`src/lpfp_pkg.sv`:
```
`timescale 1ns / 1ps

package lpfp_pkg;

    localparam int DEF_NUM_DEVICES = 4;
    localparam int WORDS_PER_DEV   = 8;
    localparam int DC_WORDS_PER_DEV = 4;

    localparam logic [11:0] LEVEL_MAX = 12'hFFF;
    localparam logic [5:0]  DOT_RESET = 6'd28;

    typedef enum logic [2:0] {
        CMD_WR12  = 3'd0,
        CMD_WR8   = 3'd1,
        CMD_FLUSH = 3'd2,
        CMD_TEST  = 3'd3,
        CMD_DOT   = 3'd4
    } cmd_t;

    typedef enum logic [1:0] {
        FK_GRAY,
        FK_TEST,
        FK_DOT
    } fkind_t;

    typedef enum logic [2:0] {
        ST_IDLE,
        ST_WR_RD,
        ST_WR_WB,
        ST_FR_RD,
        ST_FR_LOAD
    } state_t;

    // controller -> datapath
    typedef struct packed {
        logic load_cmd;
        logic wr_read;
        logic wr_write;
        logic fr_start;
        logic fr_read;
        logic fr_load;
    } lpfp_ctl_t;

    // datapath -> controller
    typedef struct packed {
        logic out_free;
        logic idx_last;
    } lpfp_sts_t;

endpackage

```
`src/lpfp_ctrl.sv`:
```
`timescale 1ns / 1ps

module lpfp_ctrl import lpfp_pkg::*; #(
    parameter int NUM_DEVICES = DEF_NUM_DEVICES
) (
    input  logic      aclk,
    input  logic      aresetn,
    input  logic      s_tvalid,
    output logic      s_tready,
    input  logic [2:0] s_cmd,
    input  logic [2:0] s_device,
    input  lpfp_sts_t sts,
    output lpfp_ctl_t ctl
);

    state_t state_reg;
    state_t state_next;
    logic   dev_ok;

    assign dev_ok = (4'(s_device) < 4'(NUM_DEVICES));

    always_ff @(posedge aclk) begin
        if (!aresetn) begin
            state_reg <= ST_IDLE;
        end else begin
            state_reg <= state_next;
        end
    end

    always_comb begin
        state_next = state_reg;
        case (state_reg)
            ST_IDLE: begin
                if (s_tvalid) begin
                    case (cmd_t'(s_cmd))
                        CMD_WR12, CMD_WR8: begin
                            if (dev_ok) begin
                                state_next = ST_WR_RD;
                            end
                        end
                        CMD_FLUSH, CMD_TEST, CMD_DOT: state_next = ST_FR_RD;
                        default: state_next = ST_IDLE;
                    endcase
                end
            end
            ST_WR_RD:   state_next = ST_WR_WB;
            ST_WR_WB:   state_next = ST_IDLE;
            ST_FR_RD:   state_next = ST_FR_LOAD;
            ST_FR_LOAD: begin
                if (sts.out_free) begin
                    state_next = sts.idx_last ? ST_IDLE : ST_FR_RD;
                end
            end
            default: state_next = ST_IDLE;
        endcase
    end

    always_comb begin
        ctl      = '0;
        s_tready = 1'b0;
        case (state_reg)
            ST_IDLE: begin
                s_tready = 1'b1;
                if (s_tvalid) begin
                    case (cmd_t'(s_cmd))
                        CMD_WR12, CMD_WR8: ctl.load_cmd = dev_ok;
                        CMD_FLUSH, CMD_TEST, CMD_DOT: ctl.fr_start = 1'b1;
                        default: ctl = '0;
                    endcase
                end
            end
            ST_WR_RD:   ctl.wr_read  = 1'b1;
            ST_WR_WB:   ctl.wr_write = 1'b1;
            ST_FR_RD:   ctl.fr_read  = 1'b1;
            ST_FR_LOAD: ctl.fr_load  = sts.out_free;
            default:    ctl = '0;
        endcase
    end

endmodule

```
`src/lpfp_datapath.sv`:
```
`timescale 1ns / 1ps

module lpfp_datapath import lpfp_pkg::*; #(
    parameter int NUM_DEVICES = DEF_NUM_DEVICES
) (
    input  logic        aclk,
    input  logic        aresetn,
    input  logic [2:0]  s_cmd,
    input  logic [2:0]  s_device,
    input  logic [3:0]  s_channel,
    input  logic [15:0] s_level,
    input  logic        cfg_wr_en,
    input  logic [5:0]  cfg_wr_data,
    input  lpfp_ctl_t   ctl,
    output lpfp_sts_t   sts,
    output logic        m_tvalid,
    input  logic        m_tready,
    output logic [23:0] m_word,
    output logic        m_kind,
    output logic        m_last
);

    localparam int STORE_WORDS = WORDS_PER_DEV * NUM_DEVICES;
    localparam int DC_WORDS    = DC_WORDS_PER_DEV * NUM_DEVICES;
    localparam int ADDR_W      = $clog2(STORE_WORDS);
    localparam logic [ADDR_W-1:0] STORE_LAST = ADDR_W'(STORE_WORDS - 1);
    localparam logic [ADDR_W-1:0] DC_LAST    = ADDR_W'(DC_WORDS - 1);

    logic [23:0]            mem [STORE_WORDS];
    logic [STORE_WORDS-1:0] valid_reg;

    logic [ADDR_W-1:0] addr_reg;
    logic              odd_reg;
    logic [11:0]       value_reg;
    fkind_t            kind_reg;
    logic [ADDR_W-1:0] idx_reg;
    logic [5:0]        dot_level_reg;
    logic [23:0]       rd_data_reg;
    logic              rd_hit_reg;
    logic              m_tvalid_reg;
    logic [23:0]       m_word_reg;
    logic              m_kind_reg;
    logic              m_last_reg;

    logic [11:0]       value_next;
    logic [5:0]        word_sel;
    logic [ADDR_W-1:0] rd_addr;
    logic [23:0]       rd_word;
    logic [23:0]       merged;
    logic [23:0]       out_word;
    logic              clear_store;

    // 12-bit writes saturate; 8-bit writes replicate the high nibble below
    always_comb begin
        if (cmd_t'(s_cmd) == CMD_WR8) begin
            value_next = {s_level[7:0], s_level[7:4]};
        end else if (s_level > 16'(LEVEL_MAX)) begin
            value_next = LEVEL_MAX;
        end else begin
            value_next = s_level[11:0];
        end
    end

    assign word_sel = {s_device, s_channel[3:1]};
    assign rd_addr  = ctl.wr_read ? addr_reg : idx_reg;
    assign rd_word  = rd_hit_reg ? rd_data_reg : 24'd0;
    assign merged   = rd_word | (odd_reg ? {12'd0, value_reg} : {value_reg, 12'd0});

    assign sts.out_free = !m_tvalid_reg || m_tready;
    assign sts.idx_last = (kind_reg == FK_DOT) ? (idx_reg == DC_LAST)
                                               : (idx_reg == STORE_LAST);
    assign clear_store  = ctl.fr_load && sts.idx_last && (kind_reg != FK_DOT);

    always_comb begin
        case (kind_reg)
            FK_GRAY: out_word = rd_word;
            FK_TEST: out_word = 24'hFFFFFF;
            FK_DOT:  out_word = {4{dot_level_reg}};
            default: out_word = 24'd0;
        endcase
    end

    // store array and registered read port
    always_ff @(posedge aclk) begin
        if (ctl.wr_write) begin
            mem[addr_reg] <= merged;
        end
        if (ctl.wr_read || ctl.fr_read) begin
            rd_data_reg <= mem[rd_addr];
            rd_hit_reg  <= valid_reg[rd_addr];
        end
    end

    always_ff @(posedge aclk) begin
        if (!aresetn) begin
            valid_reg <= '0;
        end else if (clear_store) begin
            valid_reg <= '0;
        end else if (ctl.wr_write) begin
            valid_reg[addr_reg] <= 1'b1;
        end
    end

    always_ff @(posedge aclk) begin
        if (ctl.load_cmd) begin
            addr_reg  <= word_sel[ADDR_W-1:0];
            odd_reg   <= s_channel[0];
            value_reg <= value_next;
        end
    end

    always_ff @(posedge aclk) begin
        if (!aresetn) begin
            kind_reg <= FK_GRAY;
            idx_reg  <= '0;
        end else if (ctl.fr_start) begin
            case (cmd_t'(s_cmd))
                CMD_TEST: kind_reg <= FK_TEST;
                CMD_DOT:  kind_reg <= FK_DOT;
                default:  kind_reg <= FK_GRAY;
            endcase
            idx_reg <= '0;
        end else if (ctl.fr_load) begin
            idx_reg <= idx_reg + 1'b1;
        end
    end

    always_ff @(posedge aclk) begin
        if (!aresetn) begin
            dot_level_reg <= DOT_RESET;
        end else if (cfg_wr_en) begin
            dot_level_reg <= cfg_wr_data;
        end
    end

    // output register
    always_ff @(posedge aclk) begin
        if (!aresetn) begin
            m_tvalid_reg <= 1'b0;
        end else if (ctl.fr_load) begin
            m_tvalid_reg <= 1'b1;
        end else if (m_tready) begin
            m_tvalid_reg <= 1'b0;
        end
    end

    always_ff @(posedge aclk) begin
        if (ctl.fr_load) begin
            m_word_reg <= out_word;
            m_kind_reg <= (kind_reg == FK_DOT);
            m_last_reg <= sts.idx_last;
        end
    end

    assign m_tvalid = m_tvalid_reg;
    assign m_word   = m_word_reg;
    assign m_kind   = m_kind_reg;
    assign m_last   = m_last_reg;

    a_load_free: assert property (@(posedge aclk) disable iff (!aresetn)
        ctl.fr_load |-> (!m_tvalid_reg || m_tready))
        else $error("output register overwritten while held");

    a_clear_done: assert property (@(posedge aclk) disable iff (!aresetn)
        clear_store |=> (valid_reg == '0))
        else $error("store not cleared after frame");

    a_rmw_order: assert property (@(posedge aclk) disable iff (!aresetn)
        ctl.wr_write |-> $past(ctl.wr_read))
        else $error("write-back without preceding read");

    a_frame_read: assert property (@(posedge aclk) disable iff (!aresetn)
        ctl.fr_read |=> !ctl.fr_read)
        else $error("frame read issued twice in a row");

endmodule

```
`src/led_pwm_frame_packer_unit.sv`:
```
`timescale 1ns / 1ps

// Grayscale frame buffer for a chain of NUM_DEVICES LED drivers, 16 channels of
// 12 bits each, packed two channels per 24-bit word (even channel in 23:12, odd
// in 11:0). Commands arrive on the s_ stream: level writes OR into the store and
// produce nothing on m_; flush emits all 8*NUM_DEVICES words in order and clears
// the store; the test frame emits as many all-ones words and clears the store; the
// dot-correction frame emits 4*NUM_DEVICES words holding the dot level four times.
// A level write is a read-modify-write of the store (registered read, then
// write-back). A frame accepts the command, then per word does a registered
// store read and then an output load, the load waiting while m_tready holds
// the output register. A write to a device at or above NUM_DEVICES, or an
// unknown command, is accepted and dropped. The store is cleared through
// per-word valid bits, so no clear pass runs after reset. dot_level resets to 28.

module led_pwm_frame_packer_unit import lpfp_pkg::*; #(
    parameter int NUM_DEVICES = DEF_NUM_DEVICES
) (
    input  logic        aclk,
    input  logic        aresetn,
    // command stream
    input  logic        s_tvalid,
    output logic        s_tready,
    input  logic [23:0] s_tdata,   // device [2:0], channel [6:3], level [22:7], zero [23]
    input  logic [2:0]  s_tuser,   // cmd [2:0]
    // frame word stream
    output logic        m_tvalid,
    input  logic        m_tready,
    output logic [23:0] m_tdata,   // packed_word [23:0]
    output logic        m_tuser,   // frame_kind [0]
    output logic        m_tlast,
    // dot_level register
    input  logic        cfg_wr_en,
    input  logic [5:0]  cfg_wr_data
);

    lpfp_ctl_t ctl;
    lpfp_sts_t sts;

    lpfp_ctrl #(
        .NUM_DEVICES(NUM_DEVICES)
    ) u_ctrl (
        .aclk     (aclk),
        .aresetn  (aresetn),
        .s_tvalid (s_tvalid),
        .s_tready (s_tready),
        .s_cmd    (s_tuser),
        .s_device (s_tdata[2:0]),
        .sts      (sts),
        .ctl      (ctl)
    );

    lpfp_datapath #(
        .NUM_DEVICES(NUM_DEVICES)
    ) u_datapath (
        .aclk        (aclk),
        .aresetn     (aresetn),
        .s_cmd       (s_tuser),
        .s_device    (s_tdata[2:0]),
        .s_channel   (s_tdata[6:3]),
        .s_level     (s_tdata[22:7]),
        .cfg_wr_en   (cfg_wr_en),
        .cfg_wr_data (cfg_wr_data),
        .ctl         (ctl),
        .sts         (sts),
        .m_tvalid    (m_tvalid),
        .m_tready    (m_tready),
        .m_word      (m_tdata),
        .m_kind      (m_tuser),
        .m_last      (m_tlast)
    );

endmodule
```
`config.mk`:
```
export PLATFORM = sky130hd
export DESIGN_NAME = led_pwm_frame_packer_unit
export DESIGN_NICKNAME = d
export VERILOG_FILES = /design/src/lpfp_pkg.sv /design/src/lpfp_ctrl.sv /design/src/lpfp_datapath.sv /design/src/led_pwm_frame_packer_unit.sv
export SDC_FILE = /design/constraint.sdc
export NUM_CORES = 1
export LEC_CHECK = 0
export CAP_MARGIN = 20
export CORE_MARGIN = 2
export CORE_UTILIZATION = 55
export DETAILED_ROUTE_END_ITERATION = 16
export DONT_BUFFER_PORTS = 1
export GPL_TIMING_DRIVEN = 1
export PLACE_DENSITY_LB_ADDON = 0.15
export SYNTH_ARGS = -nofsm -noshare
export SYNTH_HDL_FRONTEND = slang
export SYNTH_SLANG_ARGS = --single-unit
```
`constraint.sdc`:
```
create_clock -name aclk -period 4.2 [get_ports aclk]
set_clock_uncertainty 0.05 [all_clocks]
set_input_delay 0.84 -clock aclk [delete_from_list [all_inputs] [get_ports aclk]]
set_output_delay 0.84 -clock aclk [all_outputs]
set_load 0.1 [all_outputs]
```
Yosys cells after proc, flatten, opt, wreduce, memory -nomap -nowiden
Memory sizes are Yosys's and may differ from the RTL's. A register that Yosys moved wholly into a read port is not among the register bits.
Cells that the tools add are included.
Word-level totals
  register bits: 94
  RAM bits: 768
  input bits: 38
  output and inout bits: 28
  word-level logic and storage cells: 86
  memories: 1
Operators by class
  add/subtract/negate cells: 1
  $lt $le $gt $ge: 5
  equal/unequal tests: 16
  multiplexer cells: 32
  bitwise gates (word level): 3
  reduce and logical (&&, ||, !) cells: 15
Memory list
  u_datapath.mem: depth 32, bits a word 24, read ports 1, clocked after Yosys merged registers in 1, write ports 1, RTL line lpfp_datapath.sv:29  | logic [23:0] mem [STORE_WORDS];
Operators with widths (number)
  24-bit one-hot mux with 3 select lines: 1
  24-bit 2-to-1 mux: 2
  32-bit bitwise OR: 1
  12-bit 2-to-1 mux: 2
  24-bit bitwise OR: 1
  16-bit by 12-bit greater-than comparator with 1-bit output, second input constant: 1
  3-bit by 2-bit equality test with 1-bit output, second input constant: 4
  5-bit by 6-bit less-than comparator with 1-bit output, second input constant: 2
  1-bit 2-to-1 mux: 12
  3-bit one-hot mux with 4 select lines: 1
  3-bit 2-to-1 mux: 3
  1-bit one-hot mux with 2 select lines: 4
  3-bit by 1-bit equality test with 1-bit output, second input constant: 2
  3-bit equality test, second input constant: 2
  3-bit zero test: 2
  6-bit 2-to-1 mux: 1
  3-bit one-hot mux with 2 select lines: 1
  2-bit OR reduction: 3
  5-bit by 1-bit adder with 5-bit output, second input constant: 1
  1-bit binary-select mux with 5-bit select: 1
  1-bit demux with 5-bit select: 1
  5-bit by 4-bit equality test with 1-bit output, second input constant: 1
  5-bit equality test, second input constant: 1
  5-bit by 1-bit >= comparator with 1-bit output, second input constant: 1
  17 further kinds: 21

Longest topological paths before layout
Gate-level depths: netlist (run 1).
  depth after elaboration: 8
  depth in mapped cells: 11
  mapped depth without buffers: 6

Cells and area by module
Synthesis (run 1) repeated with hierarchy kept, for this count alone.
Second synthesis, totals
  cells, all modules: 2494
  area, all modules: 36007.0 µm²
Modules (own cells, without submodules)
  lpfp_datapath: times used 1, cells an instance 2462, area an instance 35750.5 µm²
  lpfp_ctrl: times used 1, cells an instance 32, area an instance 256.5 µm²

Worst setup path before layout (run 1)
No wires, ideal clock.
  path type: reg-to-output
  from: register u_ctrl.state_reg[2]
  to: output port s_tready
  arrival time: 2604 ps
  data required time: 3310 ps
  slack: 706 ps
  cell stages (with the launch flop): 3
  path through: dfxtp_1 -> clkbuf_1 -> nor3_1
On the way
  word-level cells in the longest chain between the ends: 2
Ends and longest elaborated chain
  from (decl): RTL line lpfp_ctrl.sv:16  | state_t state_reg;
  from (signal assigned): RTL line lpfp_ctrl.sv:26  | state_reg <= state_next;
  3-bit zero test: RTL line lpfp_ctrl.sv:61  | case (state_reg)
  1-bit 2-to-1 mux: RTL line lpfp_ctrl.sv:61
  to (decl): RTL line led_pwm_frame_packer_unit.sv:23  | output logic s_tready,
Every way passes these cells.

Worst setup path in the final report (run 1)
  from: register u_ctrl.state_reg[0]
  to: register u_datapath.rd_data_reg[13] (read register of u_datapath.mem), data pin
On the way
  word-level cells in the longest chain between the ends: 3
  elaborated cells on any way between the ends: 7
  those cells by class: 2 x eq/ne; 3 x mux; 2 x reduce/logical
Ends and longest elaborated chain
  3-bit by 1-bit equality test with 1-bit output (tied with other cells): RTL line lpfp_ctrl.sv:61
  1-bit one-hot mux with 2 select lines: RTL line lpfp_ctrl.sv:61
  5-bit 2-to-1 mux / 1-bit logical OR (equally long branches): RTL line lpfp_datapath.sv:65, lpfp_datapath.sv:88
  to (decl): RTL line lpfp_datapath.sv:38  | logic [23:0] rd_data_reg;
Several ways; a longest one is shown, not always the timed one.
A chain may end at the register's enable or synchronous reset.

==> metrics.cfg, run 1 <==
[outcome]
status = complete, no violations

[floorplan]
core_sq_um = 68500
num_rows = 96
start_util_pct = 55.5
pin_count = 66
dieWidth_microns = 267
design.die.area_sq_um = 71200
dieHeight_microns = 267

[route]
via_per_inst = 6.54
vias = 23000
drc = 0
ant_nets = 0
dr.pass1.iters = 6
wl_per_cell_microns = 27.7
drt_iter0_markers = 2839
drt_wl_total_mm = 97.3

[yosys]
syn_nets = 2550
synth.area.top_cells = edfxtp_1, mux4_2, nand2_1, dfxtp_1, mux2_2
yosys_register_bits = 886
syn_inst = 2511
synth.most_common_cell = edfxtp_1
ys.flop_type = edfxtp_1
ys_warn_count = 0
synth_edf_count = 837
avgSynthCellArea_sq_um = 15.1
netlist_top_cells_count = edfxtp_1, nand2_1, mux4_2
synth-compound-area-share_pct = 5.50
synth-simple-area-share_pct = 9.40
synth_area_leader_cell = edfxtp_1
yosysTopAreaCellShare_pct = 66.1
synth_top_family_by_area = multiplexers
ys_seq_area_share_pct = 68.7
synth-adder-area-share_pct = 0.0329
synth.area.mux_share_pct = 13.9
synthXorXnorAreaFrac_pct = 0.0922
ys_types = 63
async_reset_ff_share_pct = 0
syn_area_sq_um = 38000

[cts]
cts_root_buffer = clkbuf_16
cts_buffers = 88
insertion_delay_ps = 640
post_cts_buffers = 0
cts_resized = 0
htree_num_levels = 3
tritoncts = done
clockBufferDepth = 3
cts_sinks = 886
ctsHoldBuffers = 0
cts.clk_slew.worst_paths_ps = 60

[global_route]
antenna_found_initial = 3
grt_util_all_layers_pct = 27.4
grt_pass1_wl_mm = 144
grt_pass1_vias = 22200
grt.overflow.total = 0
grt_max_degree = 75

[timing]
rsz0062_at_grt = no
final_max_slew_viol_count = 0
period_share_pct = 82.5
setup_violations = 0
fmax_mhz = 289
hold_violations = 0
tightest_slew_ps = 1050
setup_ws_ps = 734
tns_ps = 0
max_slew_margin_pct = 29.6
period_needed_ps = 3470

[job]
maxCapViolCount = 0

[worst_hold_path]
hp-start = aresetn
hold_class = in -> reg

[worst_setup_path]
arrival_ps = 3760
worstPathMaxFanout = 24
cp-start-kind = register
r2r_start = u_ctrl.state_reg[0]
path_class = reg -> reg
startpoint = u_ctrl.state_reg[0]
end_kind = register
cp.required_ps = 4490

[final_layout]
n_antenna_cell = 0
nFillCells = 4884
largest_reg_flops = 768
multiInputGateArea_sq_um = 11200
seq_area_sq_um = 26100
drive_gt1_share_pct = 21.1
syn_to_final_growth_pct = 11.9
fin_nets = 2598

[power_and_ir_drop]
p_leak_nw = 13.7
finalPower_mw = 18.0
power_density_nw_per_um2 = 423
ir_drop_mv = 0.288

[placement]
port_buffers = 0
hpwl_mm = 61.5
gp_congestion = 0.875
dp_slack_ps = 873

==> metrics by stage <==
step	cell area (sq um)	instances	hold slack, ps	utilization [%]
finish	42600	3512	228	62.2
floorplan	38000	2511	386	-
detailed placement	39500	3336	403	57.7
global placement	39500	3336	396	57.7
CTS	42200	3497	204	61.7
global route	42600	3512	220	62.2
==> worst max-delay path, cell delays in order (launching register included) <==
cell and delay (ps):
dfxtp_1 510, or3b_4 480, buf_4 270, nand2b_1 110
buf_4 360, o22ai_1 150, a311oi_1 270, buf_4 180
nand4_1 110, nor4_1 650
==> worst paths after layout <==
| kind | to | slack [ps] | cells after the start |
|---|---|---|---|
| setup / recovery | u_datapath.rd_data_reg[13] | 730 | 9 |
| hold / removal | u_datapath.dot_level_reg[2] | 230 | 1 |
| setup reg to reg | u_datapath.rd_data_reg[13] | 730 | 9 |
| hold reg to reg | u_datapath.valid_reg[22] | 420 | 1 |
==> metal layers <==
metal,wire [microns],up-vias,global-route usage [%],part of all wire [%]
met4,1830,4,7.01,1.9
li1,-,9908,-,-
met1,40000,11800,40.5,41
met3,10100,144,5.58,10
met2,45300,1142,42.2,47
met5,25,-,0,0.026
==> final cells by class <==
type	count	area share, %
timing repair buffer	125	3.13
inverter	20	0.176
clock buffer	108	5.43
tap	882	2.59
multi-input combinational	1438	26.3
sequential	886	61.4
clock inverter	53	0.976
==> kinds of logic (layout without fill, tap and decap cells) <==
group / after synthesis / count (layout)
multiplexers: 307 / 307
XOR/XNOR: 4 / 4
flip-flops: 886 / 886
buffers and inverters: 187 / 306
AND/OR/NAND/NOR: 796 / 796
AO/OA/AOI/OAI: 330 / 330
adder cells (fa/ha/maj): 1 / 1
==> cells in the final DEF, fill, tap and decap left out, types with 12 or more instances in the layout <==
cell type,count
a21oi_1,69
a22oi_1,20
a31oi_1,13
buf_12,12
buf_4,97
clkbuf_1,18
clkbuf_16,90
clkinv_1,21
clkinv_2,23
dfxtp_1,47
edfxtp_1,837
inv_1,20
mux2_2,69
mux2i_1,66
mux4_2,170
nand2_1,414
nand3_1,126
nand4_1,47
nor2_1,58
nor2_2,36
nor3_1,30
nor4_1,24
o21a_1,33
o21ai_0,62
o21ai_2,12
o22a_1,12
o22ai_1,49
or3_1,22
==> power by group <==
part           switching [mW]  internal, mW
Sequential             0.0396          9.71
Combinational           0.487         0.218
Clock                    3.25          4.27
Note: power is estimated with default switching activity, not from simulation.
==> run 2: changes to the inputs <==
- clock period: 4.2 -> 3.34 ns (I/O delays scaled with it)
==> run 2 against run 1 <==
Largest cell class unchanged. Clock power grew 30%. Sequential cell count is the same. Maximum frequency grew 14%. Sequential power grew 26%. Critical path type unchanged. Die area is the same. Critical endpoint is now u_datapath.rd_data_reg[21].
==> metrics.cfg, run 2 (synthesized netlist as in run 1, its figures left out) <==
[route]
via_per_inst = 6.46  ; was 6.54
drt_iter0_markers = 3057  ; was 2839
ant_nets = 0  ; unchanged
vias = 23000  ; about the same
drt_wl_total_mm = 96.1  ; was 97.3 mm
wl_per_cell_microns = 27.0  ; was 27.7 microns
drc = 0  ; unchanged
dr.pass1.iters = 5  ; was 6

[final_layout]
layout_commonest_cell = edfxtp_1  ; unchanged
largest_reg_flops = 768  ; unchanged
drive_gt1_share_pct = 22.4  ; was 21.1%
post_layout_nonfiller_instances = 3556  ; was 3512
syn_to_final_growth_pct = 13.2  ; was 11.9%
fin_nets = 2643  ; was 2598
final_cell_mix = edfxtp_1, nand2_1, mux4_2, buf_4, nand3_1  ; was edfxtp_1, nand2_1, mux4_2, nand3_1, buf_4
fin_util_pct = 62.9  ; was 62.2%
n_antenna_cell = 0  ; unchanged

[global_route]
grt_pass1_vias = 22600  ; was 22200
grt.overflow.total = 0  ; unchanged
grt_max_degree = 75  ; unchanged
antenna_found_initial = 4  ; was 3
top_usage_layer = met2  ; unchanged
grt_pass1_wl_mm = 143  ; was 144 mm
use_met2_pct = 42.5  ; was 42.2%
met1_usage_pct = 39.6  ; was 40.5%
grt_use_met3_pct = 5.55  ; was 5.58%
grt_util_all_layers_pct = 27.2  ; was 27.4%

[timing]
final_max_slew_viol_count = 0  ; unchanged
hold_slack_ps = 43.3  ; was 228 ps
setup_ws_ps = 306  ; was 734 ps
rsz0062_at_grt = no  ; unchanged
setup_violations = 0  ; unchanged
period_needed_ps = 3030  ; was 3470 ps
tns_ps = 0  ; unchanged
period_share_pct = 90.8  ; was 82.5%
max_slew_margin_pct = 39.1  ; was 29.6%
hold_violations = 0  ; unchanged
fmax_mhz = 330  ; was 289 MHz
tightest_slew_ps = 916  ; was 1050 ps

[cts]
clockBufferDepth = 3  ; unchanged
cts.clk_slew.worst_paths_ps = 60  ; about the same
htree_num_levels = 3  ; unchanged
tritoncts = done  ; unchanged
cts_root_buffer = clkbuf_16  ; unchanged
ctsHoldBuffers = 0  ; unchanged
cts_buffers = 89  ; was 88
post_cts_buffers = 0  ; unchanged
insertion_delay_ps = 640  ; about the same
cts_sinks = 886  ; unchanged
cts_resized = 0  ; unchanged

[worst_setup_path]
crit_slowest_cell = nor2_2  ; was nor4_1
cp_num_buf_inv = 2  ; was 3
end_kind = register  ; unchanged
worst_path_largest_cell_delay_ps = 620  ; was 650 ps
r2r_slack_ps = 310  ; was 730 ps
crit_top_cell = buf_4  ; unchanged
arrival_ps = 3370  ; was 3760 ps
cp-start-kind = register  ; unchanged
crit_chain = or3_1 -> mux2_2 -> nor2_2 -> nand3_1 -> nand4_1 -> buf_4 -> a211oi_1 -> buf_4  ; was or3b_4 -> buf_4 -> nand2b_1 -> buf_4 -> o22ai_1 -> a311oi_1 -> buf_4 -> nand4_1 -> nor4_1
worstPathMaxFanout = 10  ; was 24
path_class = reg -> reg  ; unchanged
crit_family = simple AND/OR/NAND/NOR gates  ; unchanged
cp.required_ps = 3680  ; was 4490 ps

[floorplan]
dieWidth_microns = 267  ; unchanged
dieHeight_microns = 267  ; unchanged
pin_count = 66  ; unchanged
start_util_pct = 55.5  ; unchanged
design.die.area_sq_um = 71200  ; unchanged
num_rows = 96  ; unchanged
core_sq_um = 68500  ; unchanged

[placement]
hpwl_mm = 62.6  ; was 61.5 mm
port_buffers = 0  ; unchanged
gp_congestion = 0.882  ; was 0.875
place_inst = 3394  ; was 3336
dp_slack_ps = 357  ; was 873 ps

[worst_hold_path]
hold_class = in -> reg  ; unchanged

[power_and_ir_drop]
ir_drop_mv = 0.307  ; was 0.288 mV
p_leak_nw = 13.9  ; was 13.7 nW
power_density_nw_per_um2 = 532  ; was 423 nW/um^2

[job]
maxCapViolCount = 0  ; unchanged

[outcome]
status = complete, no violations  ; unchanged

[run 2: layout make-up]
cell class | count | area, sq um
flip-flops and latches | 886 | 26100
fillers | 4922 | 25400
multi-input cells | 1438 | 11200
clock buffers | 118 | 2450
repair buffers | 169 | 1710
well taps | 882 | 1100
clock inverters | 43 | 384
inverters | 20 | 75.1
[run 2: through the flow]
step	total power [mW]	instance area, sq um
floorplan	13.0	38000
global placement	13.3	40200
detailed placement	13.4	40200
CTS	23.0	43000
global route	23.5	43000
finish	22.9	43000
[run 2: per-layer routing]
layer	wire length [microns]	share of wire, %
met4	1630	1.7
met1	40200	42
met5	27	0.028
met3	8990	9.4
met2	45200	47
[run 2: path summary, 6_finish.rpt]
| kind | to | depth (start not counted) | from |
|---|---|---|---|
| worst min register to register | u_datapath.valid_reg[4] | 1 | u_datapath.valid_reg[4] |
| worst max-delay path | u_datapath.rd_data_reg[21] | 8 | u_datapath.addr_reg[2] |
| worst max register to register | u_datapath.rd_data_reg[21] | 8 | u_datapath.addr_reg[2] |
| worst min-delay path | u_datapath.dot_level_reg[4] | 1 | aresetn |
[run 2: worst register-to-register path: cells and delay by family, from the launching register on]
kind	cells	cell delay, ps
AOI/OAI and AO/OA	1	60
buffers and inverters	2	310
DFF	1	480
muxes	1	360
and+or+nand+nor	4	1550
[run 2: power by group]
group | switching, mW | internal [mW]
Combinational | 0.617 | 0.274
Clock | 4.08 | 5.68
Sequential | 0.0412 | 12.2
==> run 3: changes to the inputs <==
- PLACE_DENSITY: unset -> 0.7
- PLACE_DENSITY_LB_ADDON: 0.15 -> unset
==> run 3 against run 2 <==
First-iteration DRC count down 9.7%. Count of clock-buffer cells in the layout down 8. Sequential share of layout area up 0.20 points. Critical endpoint is now u_datapath.rd_data_reg[19].
==> metrics.cfg, run 3 (synthesized netlist as in run 1, its figures left out) <==
[outcome]
status = complete, no violations  ; unchanged

[timing]
max_slew_margin_pct = 25.3  ; was 39.1%
tightest_slew_ps = 1120  ; was 916 ps
final_max_slew_viol_count = 0  ; unchanged
tns_ps = 0  ; unchanged
rsz0062_at_grt = no  ; unchanged
setup_ws_ps = 126  ; was 306 ps
hold_violations = 0  ; unchanged
fmax_mhz = 311  ; was 330 MHz
period_needed_ps = 3210  ; was 3030 ps
setup_violations = 0  ; unchanged
period_share_pct = 96.2  ; was 90.8%

[route]
ant_nets = 0  ; unchanged
via_per_inst = 6.54  ; was 6.46
wl_per_cell_microns = 27.2  ; was 27.0 microns
vias = 23200  ; was 23000
dr.pass1.iters = 7  ; was 5
drt_wl_total_mm = 96.5  ; was 96.1 mm
drt_iter0_markers = 2759  ; was 3057
drc = 0  ; unchanged

[worst_setup_path]
arrival_ps = 3560  ; was 3370 ps
startpoint = u_ctrl.state_reg[0]  ; was u_datapath.addr_reg[2]
r2r_start = u_ctrl.state_reg[0]  ; was u_datapath.addr_reg[2]
rr_worst_depth = 9  ; was 8
worst_path_largest_cell_delay_ps = 550  ; was 620 ps
cp.required_ps = 3680  ; about the same
crit_slowest_cell = or4_1  ; was nor2_2
worstPathMaxFanout = 8  ; was 10
path_class = reg -> reg  ; unchanged
end_kind = register  ; unchanged
reg2reg_to = u_datapath.rd_data_reg[19]  ; was u_datapath.rd_data_reg[21]
r2r_slack_ps = 130  ; was 310 ps
crit_chain = nor3b_4 -> buf_4 -> buf_4 -> nor3_1 -> or4_1 -> a311oi_1 -> buf_4 -> nand4_1 -> nor4_1  ; was or3_1 -> mux2_2 -> nor2_2 -> nand3_1 -> nand4_1 -> buf_4 -> a211oi_1 -> buf_4
cp-start-kind = register  ; unchanged
crit_top_cell = buf_4  ; unchanged

[global_route]
grt.overflow.total = 0  ; unchanged
antenna_found_initial = 7  ; was 4
grt_pass1_vias = 22600  ; about the same
grt_max_degree = 75  ; unchanged
grt_util_all_layers_pct = 27.4  ; was 27.2%
grt_pass1_wl_mm = 143  ; about the same

[floorplan]
design.die.area_sq_um = 71200  ; unchanged
dieHeight_microns = 267  ; unchanged
pin_count = 66  ; unchanged
start_util_pct = 55.5  ; unchanged
core_sq_um = 68500  ; unchanged
num_rows = 96  ; unchanged
dieWidth_microns = 267  ; unchanged

[final_layout]
seq_area_sq_um = 26100  ; unchanged
multiInputGateArea_sq_um = 11200  ; unchanged
nFillCells = 4811  ; was 4922
syn_to_final_growth_pct = 12.8  ; was 13.2%
stdcell_area_sq_um = 42900  ; was 43000 sq um
drive_gt1_share_pct = 22.1  ; was 22.4%
fin_nets = 2635  ; was 2643
largest_reg_flops = 768  ; unchanged
layout_commonest_cell = edfxtp_1  ; unchanged
final_cell_mix = edfxtp_1, nand2_1, mux4_2, nand3_1, buf_4  ; was edfxtp_1, nand2_1, mux4_2, buf_4, nand3_1

[cts]
insertion_delay_ps = 650  ; was 640 ps
cts_buffers = 86  ; was 89
cts_sinks = 886  ; unchanged
clockBufferDepth = 3  ; unchanged
ctsHoldBuffers = 0  ; unchanged
cts_root_buffer = clkbuf_16  ; unchanged
tritoncts = done  ; unchanged
htree_num_levels = 3  ; unchanged
cts.clk_slew.worst_paths_ps = 70  ; was 60 ps
cts_resized = 0  ; unchanged
post_cts_buffers = 0  ; unchanged

[power_and_ir_drop]
finalPower_mw = 22.4  ; was 22.9 mW
power_density_nw_per_um2 = 522  ; was 532 nW/um^2
ir_drop_mv = 0.403  ; was 0.307 mV
p_leak_nw = 13.8  ; was 13.9 nW

[worst_hold_path]
hp-start = aresetn  ; unchanged
hold_class = in -> reg  ; unchanged
whs_path_depth = 1  ; unchanged
whs_endpoint = u_datapath.dot_level_reg[2]  ; was u_datapath.dot_level_reg[4]

[placement]
port_buffers = 0  ; unchanged
hpwl_mm = 62.3  ; was 62.6 mm
placed_cell_area_sq_um = 40200  ; about the same
gp_congestion = 0.900  ; was 0.882
dp_slack_ps = 260  ; was 357 ps

[job]
maxCapViolCount = 0  ; unchanged

[run 3: cell types whose count changed in the layout (fill, tap and decap cells not counted), sizes merged]
cell,change
diode,+3
buf,-4
clkinvlp,-1
clkinv,+8
inv,-2
bufinv,-4
clkbuf,-9
[run 3: area by class of cell]
type	instances	share of cell area (%)
diodes	3	0.0175
repair buffers	164	4.00
clock inverters	44	0.814
multi-input cells	1438	26.1
clock buffers	110	5.42
flip-flops and latches	886	60.9
well taps	882	2.57
inverters	20	0.175
[run 3: critical path: cells and delay by family, from the launching register on]
kind / cells / cell delay [ps]
compound gates: 1 / 250
buf+inv: 3 / 560
flops: 1 / 430
simple gates: 5 / 1670
[run 3: worst max path at each step]
stage	end	cells after the start
final	u_datapath.rd_data_reg[19]	9
after global routing	u_datapath.rd_data_reg[19]	9
after detailed placement	u_datapath.rd_data_reg[13]	7
after CTS	u_datapath.rd_data_reg[19]	9
after floorplan	s_tready	2
after global placement	u_datapath.rd_data_reg[0]	7
[run 3: layer usage]
layer	part of all wire [%]	vias up	track usage (%)
met4	2.2	6	7.56
li1	-	10000	-
met1	39	11600	38.5
met2	47	1367	42.3
met5	0.039	-	0
met3	12	170	7.56
[run 3: where the power goes]
group          switching (mW)  internal, mW  total, mW
clock network            4.05          5.17       9.22
registers              0.0474          12.2       12.3
logic                   0.615         0.276      0.891
total                    4.71          17.7       22.4
[run 3: stage by stage]
stage	hold slack, ps	instances	utilization (%)
floorplan	386	2511	-
global placement	396	3388	58.7
detailed placement	405	3389	58.7
CTS	38.2	3543	62.6
global route	52.1	3545	62.6
finish	68.1	3547	62.7
